File: src/qabm_pkg.sv
// ----------------------------------------------------------------------------
// qabm_pkg
// Shared types and constants for the quote-aware brace matcher.
// ----------------------------------------------------------------------------
package qabm_pkg;

  // Deepest nesting level plus one; level MAX_LEVELS-1 is the last usable one
  localparam int MAX_LEVELS = 16;
  localparam int LVL_W      = (MAX_LEVELS > 1) ? $clog2(MAX_LEVELS) : 1;

  localparam logic [LVL_W-1:0] LVL_TOP = LVL_W'(MAX_LEVELS - 1);

  // Byte codes of interest
  localparam logic [7:0] CH_NUL    = 8'h00;
  localparam logic [7:0] CH_DQUOTE = 8'h22;
  localparam logic [7:0] CH_DOLLAR = 8'h24;
  localparam logic [7:0] CH_SQUOTE = 8'h27;
  localparam logic [7:0] CH_BSLASH = 8'h5C;
  localparam logic [7:0] CH_LBRACE = 8'h7B;
  localparam logic [7:0] CH_RBRACE = 8'h7D;

  typedef enum logic [1:0] {
    Q_NONE   = 2'd0,
    Q_SINGLE = 2'd1,
    Q_DOUBLE = 2'd2
  } quote_t;

  typedef enum logic [1:0] {
    ST_SCAN     = 2'd0,
    ST_MATCH    = 2'd1,
    ST_UNTERM   = 2'd2,
    ST_OVERFLOW = 2'd3
  } status_t;

  // Scan state, with the quote state of the current level held apart from
  // the stack of outer levels
  typedef struct packed {
    logic [LVL_W-1:0] level;
    quote_t           cur_q;
    logic             esc;
    logic             dol;
    logic             fin;
    status_t          fstat;
  } scan_state_t;

endpackage

File: src/qabm_core.sv
// ----------------------------------------------------------------------------
// qabm_core
// Next-state logic for one text byte: quoting, escapes, dollar-brace nesting.
// ----------------------------------------------------------------------------
module qabm_core (
  input  qabm_pkg::scan_state_t cur,
  input  qabm_pkg::quote_t      below_q,
  input  logic                  start_req,
  input  logic [7:0]            ch,
  output qabm_pkg::scan_state_t nxt,
  output logic                  push,
  output logic [1:0]            status,
  output logic [3:0]            level,
  output logic [1:0]            quote_mode
);
  import qabm_pkg::*;

  scan_state_t s;

  always_comb begin
    // A new scan starts from a clean state; stack entries above level zero
    // are always written by a push before they are read
    s = cur;
    if (start_req) begin
      s.level = '0;
      s.cur_q = Q_NONE;
      s.esc   = 1'b0;
      s.dol   = 1'b0;
      s.fin   = 1'b0;
      s.fstat = ST_SCAN;
    end

    nxt  = s;
    push = 1'b0;

    if (!s.fin) begin
      if (ch == CH_NUL) begin
        nxt.esc   = 1'b0;
        nxt.dol   = 1'b0;
        nxt.fin   = 1'b1;
        nxt.fstat = ST_UNTERM;
      end else if (s.esc) begin
        nxt.esc = 1'b0;
        nxt.dol = 1'b0;
      end else if (s.dol && ch == CH_LBRACE) begin
        nxt.dol = 1'b0;
        if (s.level == LVL_TOP) begin
          nxt.fin   = 1'b1;
          nxt.fstat = ST_OVERFLOW;
        end else begin
          nxt.level = LVL_W'(s.level + 1'b1);
          nxt.cur_q = Q_NONE;
          push      = 1'b1;
        end
      end else begin
        nxt.dol = 1'b0;
        case (ch)
          CH_DOLLAR: begin
            if (s.cur_q != Q_SINGLE) nxt.dol = 1'b1;
          end
          CH_RBRACE: begin
            if (s.cur_q == Q_NONE) begin
              if (s.level == '0) begin
                nxt.fin   = 1'b1;
                nxt.fstat = ST_MATCH;
              end else begin
                nxt.level = LVL_W'(s.level - 1'b1);
                nxt.cur_q = below_q;
              end
            end
          end
          CH_SQUOTE: begin
            if (s.cur_q != Q_DOUBLE)
              nxt.cur_q = (s.cur_q == Q_SINGLE) ? Q_NONE : Q_SINGLE;
          end
          CH_DQUOTE: begin
            if (s.cur_q != Q_SINGLE)
              nxt.cur_q = (s.cur_q == Q_DOUBLE) ? Q_NONE : Q_DOUBLE;
          end
          CH_BSLASH: begin
            if (s.cur_q != Q_SINGLE) nxt.esc = 1'b1;
          end
          default: begin
            nxt.dol = 1'b0;
          end
        endcase
      end
    end
  end

  assign status     = nxt.fin ? nxt.fstat : ST_SCAN;
  assign level      = 4'(nxt.level);
  assign quote_mode = nxt.cur_q;

endmodule

File: src/quote_aware_brace_matcher_unit.sv
// ----------------------------------------------------------------------------
// quote_aware_brace_matcher_unit
// Byte-serial matcher for the close brace of the outermost level, with a
// separate quote state for every dollar-brace nesting level.
// ----------------------------------------------------------------------------
//
//  channel | handshake           | payload
//  --------+---------------------+-----------------------------
//  input   | in_valid / in_ready | start_req, ch
//  output  | out_valid/out_ready | status, level, quote_mode
//
//  One byte a cycle unless the output stalls: the scan state and the quote
//  stack update in the cycle a transaction is accepted, and the result lands
//  in the output register. The path is the byte decode plus the read of the
//  entry below the current level.
//  Reset (rst, synchronous) clears the scan state and empties the output.
//  A stalled output holds its result; a new byte is still taken in the same
//  cycle as the held result leaves.
//
module quote_aware_brace_matcher_unit (
  input  logic       clk,
  input  logic       rst,
  input  logic       in_valid,
  output logic       in_ready,
  input  logic       start_req,
  input  logic [7:0] ch,
  output logic       out_valid,
  input  logic       out_ready,
  output logic [1:0] status,
  output logic [3:0] level,
  output logic [1:0] quote_mode
);
  import qabm_pkg::*;

  // Scan state and quote states of the outer levels
  scan_state_t      state;
  scan_state_t      state_next;
  quote_t           quote_stack [MAX_LEVELS];
  logic [LVL_W-1:0] below_idx;
  quote_t           below_q;

  logic       push;
  logic       in_acc;
  logic [1:0] status_next;
  logic [3:0] level_next;
  logic [1:0] quote_mode_next;

  // Take a byte whenever the output register is empty or being drained
  assign in_ready = !out_valid || out_ready;
  assign in_acc   = in_valid && in_ready;

  // The entry just below the current level is the one a close brace restores
  assign below_idx = LVL_W'(state.level - 1'b1);
  assign below_q   = quote_stack[below_idx];

  qabm_core u_core (
    .cur        (state),
    .below_q    (below_q),
    .start_req  (start_req),
    .ch         (ch),
    .nxt        (state_next),
    .push       (push),
    .status     (status_next),
    .level      (level_next),
    .quote_mode (quote_mode_next)
  );

  // Advance the scan state on every accepted transaction
  always_ff @(posedge clk) begin
    if (rst) begin
      state.level <= '0;
      state.cur_q <= Q_NONE;
      state.esc   <= 1'b0;
      state.dol   <= 1'b0;
      state.fin   <= 1'b0;
      state.fstat <= ST_SCAN;
    end else if (in_acc) begin
      state <= state_next;
    end
  end

  // Save the quote state of the level being left behind on a dollar-brace;
  // a start always lands at level zero, so the write index is the old level
  // only when no start is requested
  always_ff @(posedge clk) begin
    if (in_acc && push) begin
      quote_stack[start_req ? '0 : state.level] <= start_req ? Q_NONE : state.cur_q;
    end
  end

  // Result register
  always_ff @(posedge clk) begin
    if (rst) begin
      out_valid <= 1'b0;
    end else if (in_acc) begin
      out_valid <= 1'b1;
    end else if (out_ready) begin
      out_valid <= 1'b0;
    end
  end

  always_ff @(posedge clk) begin
    if (in_acc) begin
      status     <= status_next;
      level      <= level_next;
      quote_mode <= quote_mode_next;
    end
  end

endmodule
File: config.mk
export PLATFORM = sky130hd
export DESIGN_NAME = quote_aware_brace_matcher_unit
export DESIGN_NICKNAME = d
export VERILOG_FILES = /design/src/qabm_pkg.sv /design/src/qabm_core.sv /design/src/quote_aware_brace_matcher_unit.sv
export SDC_FILE = /design/constraint.sdc
export NUM_CORES = 1
export LEC_CHECK = 0
export ABC_AREA = 1
export BUFFER_PORTS_ARGS = -buffer_cell sky130_fd_sc_hd__clkbuf_2
export CAP_MARGIN = 20
export CORE_MARGIN = 2
export CORE_UTILIZATION = 60
export DETAILED_ROUTE_END_ITERATION = 16
export PLACE_DENSITY = 0.78
export SLEW_MARGIN = 20
export SYNTH_ARGS = -nofsm -noshare
export SYNTH_HDL_FRONTEND = slang
export SYNTH_SLANG_ARGS = --single-unit
File: constraint.sdc
create_clock -name clk -period 3.5 [get_ports clk]
set_input_delay 0.7 -clock clk [delete_from_list [all_inputs] [get_ports clk]]
set_output_delay 0.7 -clock clk [all_outputs]
set_load 0.01 [all_outputs]
After elaboration in Yosys (flattened, before gate mapping)
Memory sizes are Yosys's and may differ from the RTL's.
Index checks and enable logic that the tools add are counted.
{"block": "word_totals", "ff_bits": 20, "latchBits": 0, "mem_bits_rw": 32, "rom_bits": 0, "in_bits": 13, "out_inout_bits": 10, "elab_cells": 71, "mem_count": 1}
{"memory": "quote_stack", "depth": 16, "word_bits": 2, "rd": 1, "rd_clocked_by_memory_dff": 0, "wr": 1, "line_no": "quote_aware_brace_matcher_unit.sv:38", "text": "quote_t quote_stack [MAX_LEVELS];"}
{"block": "classes", "n_addsub": 3, "mul": 0, "div_mod_pow": 0, "order_cmp": 0, "eq_ne": 11, "shifts": 0, "mux": 37, "bitwise": 0, "n_reduce_logical": 9}
{"operator": "6-bit 2-to-1 mux", "count": 6}
{"operator": "8-bit by 6-bit == test with 1-bit output (second input constant)", "count": 3}
{"operator": "8-bit by 7-bit == test with 1-bit output (second input constant)", "count": 3}
{"operator": "11-bit 2-to-1 mux", "count": 2}
{"operator": "3-bit 2-to-1 mux", "count": 5}
{"operator": "1-bit 2-to-1 mux", "count": 14}
{"operator": "4-bit 2-to-1 mux", "count": 3}
{"operator": "2-bit 2-to-1 mux", "count": 5}
{"operator": "8-bit logical NOT", "count": 1}
{"operator": "4-bit by 1-bit subtractor with 4-bit output (second input constant)", "count": 2}
{"operator": "2-bit case mux with 3 select lines", "count": 1}
{"operator": "5-bit 2-to-1 mux", "count": 1}
{"operator": "4-bit by 1-bit adder with 4-bit output (second input constant)", "count": 1}
{"operator": "4-bit == test (second input constant)", "count": 1}
{"operator": "4-bit logical NOT", "count": 1}
{"operator": "1-bit logical AND", "count": 3}
{"operator": "2-bit by 1-bit == test with 1-bit output (second input constant)", "count": 1}
{"operator": "2-bit == test (second input constant)", "count": 1}
{"operator": "2-bit logical NOT", "count": 1}
{"operator": "2-bit by 1-bit inequality test with 1-bit output (second input constant)", "count": 1}
{"operator": "2-bit inequality test (second input constant)", "count": 1}
{"operator": "2-bit nonzero test", "count": 1}
{"operator": "1-bit logical NOT", "count": 1}
{"operator": "1-bit logical OR", "count": 1}

Longest topological paths before layout
Gate-level depths: netlist (run 1).
{"block": "depth", "depth_word": 10, "mapped_depth": 20, "ltp_nobuf": 18}

Cells and area by module
From an unflattened synthesis (run 1), not the netlist that was laid out.
{"block": "hier_totals", "hier_cells": 413, "area_unflattened_um2": 3268.1}
{"module": "quote_aware_brace_matcher_unit", "instances": 1, "cells_each": 222, "area_each_um2": 2302.2, "seq_area_each_um2": 1441.4}
{"module": "qabm_core", "instances": 1, "cells_each": 191, "area_each_um2": 965.9, "seq_area_each_um2": 0.0}

Least setup slack after synthesis (run 1)
Ideal clock, no wire load.
{"block": "synth_path", "path_type": "input to register", "from": "input port start_req", "to": "register status[0], data pin", "setup_ns": 0.258, "t_arrival_ns": 2.464, "required_time_ns": 3.242, "slack_ns": 0.777, "stages": 11, "n_path_buf": 1, "path_cell_list": "buf_6 nor2_1 inv_1 ha_1 inv_1 nor2_2 nand4_1 nand2_1 o21ai_1 a21boi_2 nor2_1"}
{"element": "start, declared", "line_no": "quote_aware_brace_matcher_unit.sv:25", "text": "input logic start_req,"}
{"element": "end signal, assigned", "line_no": "quote_aware_brace_matcher_unit.sv:104", "text": "status <= status_next;"}
{"element": "end, declared", "line_no": "quote_aware_brace_matcher_unit.sv:29", "text": "output logic [1:0] status,"}

Worst setup path after layout (run 1)
{"block": "layout_path", "from": "register state[7] in the netlist's numbering", "to": "register quote_mode[0], data pin"}
{"block": "layout_via", "elab_chain_len": 9, "word_cells_on_any_way": 13, "classes_between": "1 x add/sub; 1 x eq/ne; 9 x mux; 1 x reduce/logical; 1 x memory"}
{"element": "start, declared", "line_no": "quote_aware_brace_matcher_unit.sv:36", "text": "scan_state_t state;"}
{"element": "start signal, assigned", "line_no": "quote_aware_brace_matcher_unit.sv:78", "text": "state <= state_next;"}
{"element": "4-bit by 1-bit subtractor with 4-bit output or 11-bit 2-to-1 mux (tied branches)", "line_no": "quote_aware_brace_matcher_unit.sv:53, qabm_core.sv:24"}
{"element": "memory read 16 x 2 bit or 4-bit logical NOT (tied branches)"}
{"element": "6-bit 2-to-1 mux", "line_no": "qabm_core.sv:63", "text": "if (s.level == '0) begin"}
{"element": "6-bit 2-to-1 mux", "line_no": "qabm_core.sv:62", "text": "if (s.cur_q == Q_NONE) begin"}
{"element": "2-bit case mux with 3 select lines", "line_no": "qabm_core.sv:57", "text": "case (ch)"}
{"element": "6-bit 2-to-1 mux *", "line_no": "qabm_core.sv:45", "text": "end else if (s.dol && ch == CH_LBRACE) begin"}
{"element": "6-bit 2-to-1 mux *", "line_no": "qabm_core.sv:42", "text": "end else if (s.esc) begin"}
{"element": "6-bit 2-to-1 mux *", "line_no": "qabm_core.sv:37", "text": "if (ch == CH_NUL) begin"}
{"element": "11-bit 2-to-1 mux *", "line_no": "qabm_core.sv:36", "text": "if (!s.fin) begin"}
{"element": "named net quote_mode_next[0]", "line_no": "quote_aware_brace_matcher_unit.sv:46", "text": "logic [1:0] quote_mode_next;"}
{"element": "end signal, assigned", "line_no": "quote_aware_brace_matcher_unit.sv:106", "text": "quote_mode <= quote_mode_next;"}
{"element": "end, declared", "line_no": "quote_aware_brace_matcher_unit.sv:31", "text": "output logic [1:0] quote_mode"}
Mark *: on every way through the listed nets, which the timed path passes. The rest lies on a longest branch.
A chain may end at the register's enable or synchronous reset.

==> out/qor.txt, run 1 <==
Final setup viols: 0
Hold Crit Class: flop to flop
Worst Setup SP: state[7]
most frequent cells in the layout: 104 x nand2_1, 44 x inv_1, 40 x nand3_1, 40 x edfxtp_1, 37 x nor2_1
fill cell count: 413
TritonCTS buffer count: 5
number of diodes: 0
first-pass iteration count of the detailed router: 4
maxcap violations: 0
Synth Area per Inst: 7.99 µm²
H-tree depth: 2
CTS tree: built
Tot Pwr: 1.38 mW
Fmax: 390 MHz
Psw: 0.349 mW
Fin. Hold Viols: 0
Internal: 1.03 mW
vias post-DR: 2,484
Req. time, crit path: 3.58 ns
most common cell after layout, fill and taps aside: nand2_1
Critical Path Fanout Max: 18
layout cells sized above 1: 14.6%
post_cts resized: 0
gr ovfl total: 0
outcome: complete, no violations
Yosys Warn Count: 0
Reg clk slew, reported paths: 0.10 ns
initial antenna violation count: 0
row cnt: 25
vias in the first global route: 2,276
Synth Area in Adders: 3.84%
CP Launch Type: flop
via/cell ratio: 5.37
flop2flop setup slack: 0.93 ns
combinational share of power: 14.6%
first-pass GRT wire length: 10,400 µm
initial core utilization: 62.1%
reg2reg start: state[7]
Total Routing Usage GR: 25.6%
post-DP HPWL: 4860 µm
Worst-Skew Late Latency: 0.31 ns
Min Clock Period, post-route: 2.57 ns
Layout Nets: 417
FF+latch count, synth: 52
antenna-violating nets left: 0
reg2reg end: quote_mode[0]
PortBufs: 22
Initial DRC Count: 199
root buf cell: clkbuf_8
area grow syn2layout: 11.2%
setup bufs post-CTS: 0
Post-Syn Area: 2930 µm²
sequential power share: 49.8%
Die H: 73.9 µm
largest family of logic cells by synthesized area: simple AND/OR/NAND/NOR gates
XOR/XNOR share of the synthesized area: 0.299%
mux contribution to synthesized area: 0%
unrepaired setup endpoints after global routing: false
Max rail drop VDD: 0.000206 V
Register-to-Register Path Depth: 15
worst clock skew: 0.0144 ns
pin count of the biggest net entering global routing: 21
die area: 5460 µm²
post-synthesis instance total: 367
Clk pwr share: 35.6%
hold_buf cts: 0
Longest Clk Path Bufs: 2
Synth cell types: 30
pwr/cell area: 423 nW/µm²
Post-Synth Simple-Gate Area: 31.1%
CP endpoint: quote_mode[0]
# DRC: 0
Die X: 73.9 µm
core area: 4720 µm²
clock sinks: 52
nature of the critical path endpoint: flop
final WL: 6470 µm
TNS Setup: 0 ns
routability cong.: 0.912
# IOs: 23
register area share after synthesis: 49.1%
compound-gate portion of the synthesized area: 7.21%
routed length per instance: 14.0 µm
Final Max Tran Viols: 0
Crit Path Class: flop to flop
Tcrit/Tclk final: 73.3%
CP Data Arrival Time: 2.64 ns
sw frac: 25.3%
Pleak: 1.46 nW
## cells by family (layout without fill, tap and decap cells)
family / count (synthesis) / count (layout)
buffers and inverters: 58 / 86
xor gates and xnor gates: 1 / 1
DFF: 52 / 52
other: 1 / 2
AOI/OAI and AO/OA: 39 / 39
adders and majority gates: 9 / 9
and+or+nand+nor: 207 / 207
## cell usage after synthesis, drive strengths merged
| library cell | instances | area, µm² |
|---|---|---|
| ha | 9 | 113 |
| nand4 | 4 | 25.0 |
| buf | 6 | 43.8 |
| a21boi | 1 | 11.3 |
| edfxtp | 40 | 1200 |
| a211oi | 2 | 15.0 |
| o211ai | 2 | 15.0 |
| nor3 | 9 | 71.3 |
| clkbuf | 2 | 7.51 |
| conb | 1 | 3.75 |
| nor2 | 41 | 169 |
| inv | 49 | 186 |
| nand2 | 112 | 440 |
| nand3 | 40 | 200 |
| clkinv | 1 | 3.75 |
| dfxtp | 12 | 240 |
| o21ai | 15 | 75.1 |
| xor2 | 1 | 8.76 |
| a21oi | 19 | 95.1 |
| nand3b | 1 | 7.51 |
## routing by layer
metal | vias to the layer above | track usage, % | part of all wire, %
met1 | 1161 | 30.7 | 43
li1 | 1254 | - | -
met3 | 9 | 4.66 | 3.9
met2 | 60 | 45.8 | 51
met4 | 0 | 9.09 | 1.5
met5 | - | 0 | 0
## power groups by stage
stage               Sequential (mW)  Clock [mW]  Combinational (mW)
floorplan                     0.703           0               0.136
global placement              0.700           0               0.196
detailed placement            0.701           0               0.202
CTS                           0.687       0.495               0.203
global route                  0.689       0.519               0.228
finish                        0.687       0.491               0.202
## sequential cells by signal (all words and copies together) (netlist names)
register,count
quote_mode,2
status,2
quote_stack,32
level,4
out_valid,1
state,11
## worst max-delay path, cell delays in order, from the launching register on
cell and delay [ns]:
dfxtp_1 0.32, buf_4 0.21, inv_1 0.19, ha_1 0.49, inv_1 0.27, nand3_1 0.15
nand3_1 0.10, nand3_1 0.08, nand2_1 0.11, nand2_1 0.07, nand2_1 0.05, nand2_1 0.04
nand2_1 0.05, nand2_1 0.05, nand2_1 0.10, nand2_1 0.06
## how the worst min path moves through the flow
stage / end / depth (start not counted) / slack, ns / start
6_report: state[4] / 2 / 0.48 / state[4]
5_1_grt: state[4] / 2 / 0.48 / state[4]
4_1_cts: state[4] / 2 / 0.48 / state[4]
3_5_place_dp: state[4] / 2 / 0.46 / state[4]
3_3_place_gp: state[4] / 2 / 0.46 / state[4]
2_1_floorplan: state[4] / 2 / 0.45 / state[4]
## stage by stage
stage               hold WS, ns  utilization [%]  cells  area (µm²)  worst slack [ns]
global placement          0.459             66.1    455        3120             0.884
detailed placement        0.463             66.1    455        3120             0.857
CTS                       0.475             69.1    463        3260             0.916
finish                    0.476             69.1    463        3260             0.935
floorplan                 0.445                -    368        2940             0.777
global route              0.484             69.1    463        3260             0.744
## layout make-up
class / instances / area, µm² / area share [%]
multi-input combinational: 258 / 1250 / 38.4
inverter: 50 / 190 / 5.83
sequential: 52 / 1440 / 44.2
tap: 67 / 83.8 / 2.57
clock buffer: 5 / 68.8 / 2.11
timing repair buffer: 28 / 155 / 4.76
clock inverter: 3 / 68.8 / 2.11
Note: power is estimated with default switching activity, not from simulation.
==> run 2, diff against run 1 <==
--- a/config.mk
+++ b/config.mk
@@ -5,13 +5,13 @@
 export SDC_FILE = /design/constraint.sdc
 export NUM_CORES = 1
 export LEC_CHECK = 0
-export ABC_AREA = 1
+export ABC_AREA = 0
 export BUFFER_PORTS_ARGS = -buffer_cell sky130_fd_sc_hd__clkbuf_2
 export CAP_MARGIN = 20
 export CORE_MARGIN = 2
-export CORE_UTILIZATION = 60
+export CORE_UTILIZATION = 59
 export DETAILED_ROUTE_END_ITERATION = 16
-export PLACE_DENSITY = 0.78
+export PLACE_DENSITY = 0.77
 export SLEW_MARGIN = 20
 export SYNTH_ARGS = -nofsm -noshare
 export SYNTH_HDL_FRONTEND = slang
==> constraint.sdc (replaced) <==
create_clock -name clk -period 2.44 [get_ports clk]
set_input_delay 0.488 -clock clk [delete_from_list [all_inputs] [get_ports clk]]
set_output_delay 0.488 -clock clk [all_outputs]
set_load 0.01 [all_outputs]
==> run 2 against run 1 <==
Effect of this change: worst setup slack lost 0.79 ns; count of clock-buffer cells in the layout is the same; sequential power increased by 42%; final cell count decreased by 22%; sequential share of layout area decreased by 0.82 points; utilization is 1.8 points higher; clock skew fell by 0.00088 ns; non-clock buffer count up 25; first-iteration DRC count up 24%; total power increased by 23%; global-route usage grew 1.7 points; via count is 8.7% lower; critical path type unchanged; critical endpoint is now quote_stack[7][0]; largest cell class unchanged; largest power group unchanged.
==> out/qor.txt, run 2 <==
clock sinks: 52 (unchanged)
root buf cell: clkbuf_8
Final Max Tran Viols: 0 (unchanged)
outcome: complete, no violations
Critical Path Fanout Max: 5 (-13)
Req. time, crit path: 2.44 ns (-1.14 ns)
vias in the first global route: 2,098 (-7.8%)
PortBufs: 22 (unchanged)
TNS Setup: 0 ns (unchanged)
gr ovfl total: 0 (unchanged)
vias post-DR: 2,267 (-8.7%)
Synth Area in Adders: 3.95% (+0.11 points)
# DRC: 0 (unchanged)
antenna-violating nets left: 0 (unchanged)
number of diodes: 0 (unchanged)
pwr/cell area: 509 nW/µm² (+20%)
Synth area leaders: edfxtp_1 42%, dfxtp_1 8.4%, mux4_2 6.3%
ys flop type: edfxtp_1
Die H: 73.5 µm (-0.60%)
Post-Synth Simple-Gate Area: 17.2% (-14 points)
Synth top area share: 42.2% (+1.2 points)
post-route cell area: 3320 µm² (+1.9%)
CTS tree: built
Die X: 73.5 µm (-0.60%)
most common cell after layout, fill and taps aside: edfxtp_1
worst relative slew slack: 60.6%
initial antenna violation count: 0 (unchanged)
Total Routing Usage GR: 27.2% (+1.7 points)
Hold Crit Class: primary input to flop
Area after DPL: 3220 µm² (+3.2%)
Fin. Hold Viols: 0 (unchanged)
XOR/XNOR share of the synthesized area: 2.11% (+1.8 points)
initial core utilization: 60.7% (-1.4 points)
CP Data Arrival Time: 2.30 ns (-0.34 ns)
worst clock skew: 0.0136 ns (-0.000882 ns)
first-pass GRT wire length: 10,900 µm (+5.1%)
unrepaired setup endpoints after global routing: false
Synth cell types: 55 (+83%)
Place WS: -0.109 ns (-0.966 ns)
largest family of logic cells by synthesized area: simple AND/OR/NAND/NOR gates
layout cells sized above 1: 28.0% (+13 points)
Tot Pwr: 1.69 mW (+23%)
number of flops mapped to enable cells by yosys: 40 (unchanged)
most numerous cell in the Yosys netlist: edfxtp_1
Yosys Warn Count: 0 (unchanged)
register area share after synthesis: 50.6% (+1.5 points)
Initial DRC Count: 247 (+24%)
die area: 5400 µm² (-1.2%)
most frequent cells in the layout: 40 x edfxtp_1, 33 x nor2_1, 31 x buf_4, 24 x nand2_1, 22 x clkbuf_2
Longest Clk Path Bufs: 2 (unchanged)
Tcrit/Tclk final: 94.3% (+21 points)
first-pass iteration count of the detailed router: 5 (+1)
final WL: 6810 µm (+5.2%)
nature of the critical path endpoint: flop
final core utilization: 70.8% (+1.8 points)
pin count of the biggest net entering global routing: 20 (-4.8%)
area grow syn2layout: 16.7%
Top reg by flops: quote_stack
post-DP HPWL: 5060 µm (+4.2%)
Layout Nets: 328 (-21%)
H-tree depth: 2 (unchanged)
ys async rst share: 0% (unchanged)
Crit Path Class: flop to flop
Worst-Skew Late Latency: 0.31 ns (about the same)
row cnt: 25 (unchanged)
routability cong.: 1.05 (+16%)
Slew @ Worst Pin: 0.589 ns
max reg flops: 32 (unchanged)
post-synthesis instance total: 255 (-31%)
# IOs: 23 (unchanged)
Post-Syn Area: 2850 µm² (-2.9%)
Min Clock Period, post-route: 2.30 ns (-0.265 ns)
setup bufs post-CTS: 0 (unchanged)
Largest regs: quote_stack (32), state (11), level (4)
mux contribution to synthesized area: 7.38% (+7.4 points)
maxcap violations: 0 (unchanged)
FF+latch count, synth: 52 (unchanged)
Max rail drop VDD: 0.000330 V (+60%)
compound-gate portion of the synthesized area: 15.2% (+8.0 points)
Reg clk slew, reported paths: 0.09 ns (about the same)
routed length per instance: 18.9 µm (+35%)
Synth area leader: edfxtp_1
TritonCTS buffer count: 5 (unchanged)
Final WS setup: 0.140 ns (-0.795 ns)
core area: 4690 µm² (-0.66%)
Commonest cells post-synth: 40 x edfxtp_1, 34 x nor2_1, 24 x nand2_1, 13 x inv_1, 12 x dfxtp_1
Fmax: 435 MHz (+12%)
CP Launch Type: flop
Final setup viols: 0 (unchanged)
Synth Area per Inst: 11.2 µm² (+40%)
via/cell ratio: 6.28 (+17%)
Pleak: 1.28 nW (-13%)
## run 2: timing repair
action	in CTS	in global routing
hold buffers	0	0
endpoints found under the setup margin	0	29
resized for setup	0	3
## run 2: logic make-up after synthesis
kind of cell | Yosys count
xor+xnor | 6
fa+ha+maj | 9
flops | 52
compound gates | 59
other cells | 1
buf+inv | 23
mux | 11
simple gates | 94
## run 2: report_power, final
group	switching, mW	total (mW)	internal (mW)
clock	0.295	0.496	0.201
sequential	0.0119	0.975	0.963
combinational	0.127	0.221	0.0942
## run 2: cell type report
class	instances	area, µm²
clock inverter	3	17.5
tap	54	67.6
sequential	52	1440
multi-input combinational	181	1340
clock buffer	5	68.8
fill	343	1370
timing repair buffer	53	343
inverter	13	48.8
## run 2: layer usage
layer / part of all wire, % / global-route usage, %
met1: 45 / 43.0
met2: 44 / 38.4
met3: 9.3 / 4.39
met4: 1.9 / 8.69
met5: 0 / 0
## run 2: critical path, stage by stage (launching register included)
cell	delay (ns)
dfxtp_1	0.32
buf_4	0.15
nand2_1	0.08
inv_1	0.06
ha_1	0.20
nand4b_1	0.12
or4b_4	0.50
nor3_4	0.20
nand2_1	0.13
nor2_1	0.23
## run 2: path summary, 6_finish.rpt
kind                             to     start  slack (ns)  cells past startpoint
setup / recovery  quote_stack[7][0]  state[7]        0.14                      9
hold reg to reg            state[0]  state[0]        0.51                      2
setup reg to reg  quote_stack[7][0]  state[7]        0.14                      9
hold / removal            out_valid  in_valid        0.40                      3
## run 2: stage by stage
stage,instances,hold slack [ns]
global placement,353,0.475
finish,361,0.402
global route,361,0.422
floorplan,256,0.442
detailed placement,353,0.492
CTS,361,0.399
